[src/sv/gbs_pkg.sv]
`timescale 1ns / 1ps
// ----------------------------------------------------------------------------
// gbs_pkg: shared types and constants for greedy box suppression
// Request layouts, the per-cell box record and the cell control codes.
// ----------------------------------------------------------------------------
package gbs_pkg;

  localparam int POS_W   = 12;
  localparam int SIZE_W  = 13;
  localparam int SCORE_W = 16;
  localparam int THR_W   = 16;
  localparam int AREA_W  = 2 * SIZE_W;
  localparam int EDGE_W  = SIZE_W + 1;
  localparam int INTER_W = 2 * SIZE_W;
  localparam int UNION_W = AREA_W + 1;
  localparam int PROD_W  = UNION_W + THR_W;

  localparam int MAX_BOXES_DEF  = 64;
  localparam int COORD_BITS_DEF = 12;

  localparam logic [1:0] CELL_HOLD   = 2'd0;
  localparam logic [1:0] CELL_INSERT = 2'd1;
  localparam logic [1:0] CELL_SHIFT  = 2'd2;

  typedef struct packed {
    logic               box_valid;
    logic [POS_W-1:0]   box_left;
    logic [POS_W-1:0]   box_top;
    logic [SIZE_W-1:0]  box_width;
    logic [SIZE_W-1:0]  box_height;
    logic [SCORE_W-1:0] box_score;
    logic               set_end;
  } in_t;

  typedef struct packed {
    logic [POS_W-1:0]   kept_left;
    logic [POS_W-1:0]   kept_top;
    logic [SIZE_W-1:0]  kept_width;
    logic [SIZE_W-1:0]  kept_height;
    logic [SCORE_W-1:0] kept_score;
    logic               run_last;
    logic               dropped_overflow;
  } out_t;

  typedef struct packed {
    logic               valid;
    logic               supp;
    logic [POS_W-1:0]   left;
    logic [POS_W-1:0]   top;
    logic [SIZE_W-1:0]  width;
    logic [SIZE_W-1:0]  height;
    logic [SCORE_W-1:0] score;
    logic [AREA_W-1:0]  area;
  } box_t;

  typedef struct packed {
    logic [1:0] mode;
    logic       apply;
  } cell_ctrl_t;

  localparam box_t BOX_EMPTY = '0;

endpackage

[src/sv/gbs_cell.sv]
`timescale 1ns / 1ps
// ----------------------------------------------------------------------------
// gbs_cell: one slot of the sorted box chain
// Holds one box, takes part in sorted insertion and shifting, and tests its
// box against the broadcast kept box in a short overlap pipeline.
// ----------------------------------------------------------------------------
module gbs_cell import gbs_pkg::*; (
  input  logic             clk,
  input  logic             rst_n,
  input  cell_ctrl_t       ctrl,
  input  box_t             new_box,
  input  box_t             prev_box,
  input  logic             prev_ahead,
  input  box_t             next_box,
  input  box_t             kept,
  input  logic [THR_W-1:0] thr,
  output box_t             box,
  output logic             ahead
);

  box_t                box_r, box_nxt;
  logic [EDGE_W-1:0]   kr, cr, kb, cb, x2, y2;
  logic [POS_W-1:0]    x1, y1;
  logic [SIZE_W-1:0]   dx_nxt, dy_nxt, dx_r, dy_r;
  logic [INTER_W-1:0]  inter_r, inter2_r;
  logic [UNION_W-1:0]  uni;
  logic [PROD_W-1:0]   prod_r;
  logic                hit;

  // The new box goes ahead of every empty slot and of lower scores; equal
  // scores stay ahead of it, which keeps arrival order on ties.
  assign ahead = !box_r.valid || (box_r.score < new_box.score);
  assign box   = box_r;

  always_comb begin
    kr = EDGE_W'(kept.left) + EDGE_W'(kept.width);
    cr = EDGE_W'(box_r.left) + EDGE_W'(box_r.width);
    kb = EDGE_W'(kept.top) + EDGE_W'(kept.height);
    cb = EDGE_W'(box_r.top) + EDGE_W'(box_r.height);
    x1 = (kept.left > box_r.left) ? kept.left : box_r.left;
    y1 = (kept.top > box_r.top) ? kept.top : box_r.top;
    x2 = (kr < cr) ? kr : cr;
    y2 = (kb < cb) ? kb : cb;
    dx_nxt = (x2 > EDGE_W'(x1)) ? SIZE_W'(x2 - EDGE_W'(x1)) : '0;
    dy_nxt = (y2 > EDGE_W'(y1)) ? SIZE_W'(y2 - EDGE_W'(y1)) : '0;
    uni = UNION_W'(kept.area) + UNION_W'(box_r.area) - UNION_W'(inter_r);
  end

  assign hit = PROD_W'({inter2_r, 16'b0}) > prod_r;

  always_comb begin
    box_nxt = box_r;
    unique case (ctrl.mode)
      CELL_INSERT: begin
        if (ahead && !prev_ahead) begin
          box_nxt = new_box;
        end else if (ahead) begin
          box_nxt = prev_box;
        end
      end
      CELL_SHIFT: begin
        box_nxt = next_box;
      end
      CELL_HOLD: begin
        box_nxt = box_r;
      end
      default: begin
        box_nxt = box_r;
      end
    endcase
    if (ctrl.apply && box_r.valid && hit) begin
      box_nxt.supp = 1'b1;
    end
  end

  always_ff @(posedge clk) begin
    if (!rst_n) begin
      box_r.valid <= 1'b0;
      box_r.supp  <= 1'b0;
    end else begin
      box_r <= box_nxt;
    end
  end

  always_ff @(posedge clk) begin
    dx_r     <= dx_nxt;
    dy_r     <= dy_nxt;
    inter_r  <= INTER_W'(dx_r * dy_r);
    inter2_r <= inter_r;
    prod_r   <= PROD_W'(thr) * PROD_W'(uni);
  end

endmodule

[config.mk]
export PLATFORM = sky130hd
export DESIGN_NAME = gbs_cell
export DESIGN_NICKNAME = d
export VERILOG_FILES = /design/src/sv/gbs_pkg.sv /design/src/sv/gbs_cell.sv
export SDC_FILE = /design/constraint.sdc
export NUM_CORES = 2
export LEC_CHECK = 0
export ABC_CLOCK_PERIOD_IN_PS = 26500
export BUFFER_PORTS_ARGS = -buffer_cell sky130_fd_sc_hd__clkbuf_2
export CAP_MARGIN = 20
export CORE_MARGIN = 4
export CORE_UTILIZATION = 50
export DETAILED_ROUTE_END_ITERATION = 7
export GPL_TIMING_DRIVEN = 1
export PLACE_DENSITY = 0.69
export SYNTH_ARGS = -nofsm -noshare
export SYNTH_HDL_FRONTEND = slang
export SYNTH_SLANG_ARGS = --single-unit
[constraint.sdc]
create_clock -name clk -period 26.5 [get_ports clk]
set_input_delay 3.975 -clock clk [delete_from_list [all_inputs] [get_ports clk]]
set_output_delay 3.975 -clock clk [all_outputs]
set_load 0.01 [all_outputs]
# Yosys cells after proc, flatten, opt, wreduce, memory -nomap -nowiden
# Index checks and enable logic that the tools add are counted.
# word_totals
reg_bits,215
inputBits,398
output_inout_bits,95
elab_cells,54
# op_classes
addsub,8
mul,2
order_cmp,8
n_eq_ne,4
muxes,8
reduce_logical,11
# ops
cell,count
two-way mux 94 bit,2
case mux 94 bit (2 select lines),1
adder 12 x 13 -> 14 bit,4
> comparator 42 x 43 -> 1 bit,1
multiplier 16 x 27 -> 43 bit,1
> comparator 14 x 12 -> 1 bit,2
< comparator 14 bit,2
two-way mux 14 bit,2
adder 26 x 26 -> 27 bit,1
subtractor 27 x 26 -> 27 bit,1
multiplier 13 x 13 -> 26 bit,1
subtractor 13 x 12 -> 13 bit,2
> comparator 12 bit,2
two-way mux 12 bit,2
< comparator 16 bit,1
"!= test 4 bit, second input constant",1
AND reduction 2 bit,2
logical AND 1 bit,3
"!= test 3 bit, second input constant",1
AND reduction 3 bit,1
nonzero test 3 bit,1
"== test 2 x 1 -> 1 bit, second input constant",1
"== test 2 bit, second input constant",1
zero test 1 bit,2
other kinds (3),3

# Logic depth before layout (Yosys ltp)
# logic_depth
word_depth,6
mapped_depth,38
depth_no_buf,36

# Worst setup path after synthesis
# OpenSTA, ideal clock, no wires.
# synth_timing
path_kind,input port to flip-flop
from,input port kept[2] (netlist bit)
to,register prod_r[24]
arrival_ps,12227
slack_ps,14201
path_stages,33
n_path_buf,1
path_cell_list,inv_1 > fa_1 > inv_1 > ha_1 > nor2b_1 > o31a_1 > o31a_1 > o211ai_1 > nand2_1 > a21oi_1 > o21ai_0 > xor2_1 > clkbuf_1 > nand2_1 > fa_1 > fa_1 > inv_1 > fa_1 > inv_1 > fa_1 > inv_1 > fa_1 > fa_1 > ha_1 > a21o_1 > a221o_1 > or4_1 > o22a_2 > a211oi_2 > nor3_1 > or3_1 > a21oi_2 > xnor2_1
# synth_via
elab_chain_cells,3
# synth_lines
element,line_no,source
from (decl),gbs_cell.sv:15,"input box_t kept,"
adder 26 x 26 -> 27 bit,gbs_cell.sv:46,uni = UNION_W'(kept.area) + UNION_W'(box_r.area) - UNION_W'(inter_r);
subtractor 27 x 26 -> 27 bit,gbs_cell.sv:46,
multiplier 16 x 27 -> 43 bit,gbs_cell.sv:90,prod_r <= PROD_W'(thr) * PROD_W'(uni);
to (signal assigned),gbs_cell.sv:90,
to (decl),gbs_cell.sv:27,logic [PROD_W-1:0] prod_r;
# No other way between the ends.
# A chain may end at the register's enable or synchronous reset.

# Final worst setup path
# layout_timing
from,input port kept[2] (netlist bit)
to,register prod_r[42]
# The elaborated chain is that of the path after synthesis.

==> metrics.csv <==
metric;value;unit
status;finished with violations;
failing checks;antenna rules;
final hold violation count;0;
CTS tree;built;
Syn Nets;5343;
vias after detailed routing;29700;
Clock Latency Late Sink;0.60;ns
drt first pass iters;7;
CP max stage cell;xor2_2;
hpwl dp;88900;um
number of synthesized register bits;215;
FMAX;76.4;MHz
final WL;107000;um
syn_area_per_cell;8.78;um^2
most frequent cells after synthesis;inv_1 (734), nand2_1 (536), fa_1 (501);
clk slew on worst S/H paths;0.07;ns
largest net degree at the start of global routing;88;
Tcrit/Tclk final;49.4;%
Syn Inst Count;4066;
Yosys top cell by area;fa_1;
hold endpoint;inter2_r[0]$_DFF_P_;
most area-consuming cells after synthesis;fa_1 (28%), ha_1 (13%), edfxtp_1 (7.7%), inv_1 (7.7%), dfxtp_1 (6.9%);
CP dominant cell by count;fa_1;
IO Count;493;
Async SR Flop Fraction;0;%
Buffers on Ports;474;
Placeable Area;70400;um^2
layout cells sized above 1;13.5;%
Crit. End Element;flip-flop;
Pins Over Slew Limit;0;
Hold/Removal Path Class;flip-flop to flip-flop;
grt ovf;0;
FP Rows;97;
GRT Total Usage;28.4;%
DRC violations left;0;
CTS resizes;0;
Detailed Route Iter0 Violations;1883;
launch point of the worst reg-to-reg path;box[2]$_DFFE_PP_;
Setup crit start;kept[2];
clk sink count;215;
fin util;56.7;%
Antenna Violating Nets Remaining;1;
Post-CTS Hold Buffers;0;
shortest period the worst path allows;13.09;ns
reg-to-reg critical path endpoint;prod_r[42]$_DFF_P_;
worst slew pin tran;1.12;ns
GPL Wtd Cong;0.972;
Hold Path Origin;inter_r[0]$_DFF_P_;
worst path required time;27.03;ns
Synth cell types;76;
CTS buffer count;29;
vias per cell;5.51;
initial antenna violation count;12;
post-synth top area share;28.1;%
prevailing post-synth register cell;dfxtp_1;
Arr. time, crit path;13.63;ns
WL/cell;19.8;um
Die W;275;um
sequential area share after synthesis;14.6;%
R2R depth;32;
H-tree depth;1;
Syn. warnings;0;
Fin Clk Skew;0.0437;ns
Post-CTS Setup Bufs;0;
Startpoint Class;primary input;
Layout area overhead;11.9;%
vias in the first global route;30300;
R2R setup slack;16.44;ns
Cell Area, Synth;35700;um^2
Layout Nets;5700;
Die Y;275;um
# Max-Cap Violations;0;
WS Path Type;primary input to flip-flop;
final setup fails;0;
RSZ-0062 raised after global routing;no;
die footprint;75700;um^2
CTS max path bufs;3;
Hold Crit Depth;0;
clock root cell;clkbuf_16;
count leader, synth;inv_1;
CP Max Fanout;16;
EDFF count, synth;92;
sum of negative setup slack;0;ns
relative slew slack;24.7;%
critical path's largest stage delay;0.79;ns
global-route wire length before repair;168000;um
Initial Util;50.7;%
hold slack;0.347;ns
flip-flops by register name (all words and copies together), names as in the netlist:
| signal | cells |
|---|---|
| box | 94 |
| prod_r | 43 |
| dx_r | 13 |
| inter_r | 26 |
| dy_r | 13 |
| inter2_r | 26 |
critical path, delay by kind of cell:
family | cells | cell delay, ns
and+or+nand+nor | 5 | 1.18
buffers and inverters | 6 | 0.37
AOI/OAI and AO/OA | 11 | 2.87
adders and majority gates | 9 | 4.31
xor gates and xnor gates | 2 | 0.92
cell usage in the layout, fill, tap and decap left out, types with 20 or more instances in the layout:
cell type / n
nand2_1: 536
mux2i_1: 121
fa_1: 501
xnor2_1: 71
nand2b_1: 30
nand3b_1: 22
a21o_1: 82
buf_4: 31
edfxtp_1: 92
and3_1: 33
xor2_1: 49
nand4_1: 39
a31oi_1: 21
nor2_1: 96
clkbuf_2: 474
and2_1: 217
ha_1: 377
a21oi_1: 138
clkbuf_16: 30
o211ai_1: 37
o21ai_0: 167
dfxtp_1: 123
inv_1: 734
nand3_1: 43
nor3_1: 35
o21ai_1: 20
nor2b_1: 55
stage by stage:
stage | std cells | area, um^2 | worst slack (ns)
after floorplan | 4066 | 35700 | 14.20
after global placement | 5332 | 38900 | 12.82
after detailed placement | 5332 | 38900 | 12.75
after CTS | 5386 | 39900 | 13.33
after global routing | 5390 | 39900 | 12.89
final | 5395 | 39900 | 13.41
area by class of cell:
type	count	area (um^2)
multi-input cells	2937	27100
inverters	734	2760
fillers	6485	30500
well taps	940	1180
clock buffers	34	806
clock inverters	20	216
flip-flops and latches	215	5230
repair buffers	506	2630
diodes	9	22.5
metal layers:
layer / GRT usage [%] / up-vias / routed length [um]
met5: 0 / - / 115
met4: 8.09 / 16 / 3520
li1: - / 13900 / -
met3: 5.29 / 174 / 7820
met2: 48.6 / 1025 / 51500
met1: 36.9 / 14600 / 44000
worst max-delay path by stage:
stage,end,cells past startpoint
2_1_floorplan,prod_r[24]$_DFF_P_,33
3_5_place_dp,prod_r[42]$_DFF_P_,33
6_report,prod_r[42]$_DFF_P_,33
5_1_grt,prod_r[42]$_DFF_P_,33
4_1_cts,prod_r[42]$_DFF_P_,33
3_3_place_gp,prod_r[42]$_DFF_P_,33
kinds of logic (layout without fill, tap and decap cells):
kind of cell	count (synthesis)	in the layout	synth area share, %
adder cells (fa/ha/maj)	879	879	41.4
flip-flops	215	215	14.6
multiplexers	125	125	3.52
AND/OR/NAND/NOR	1181	1181	16.4
other	0	9	0
AO/OA/AOI/OAI	619	619	11.1
buffers and inverters	914	1294	9.75
XOR/XNOR	133	133	3.26
Power is not shown: default switching activity piles up to over one toggle a cycle in this logic, so the estimate is an artifact.
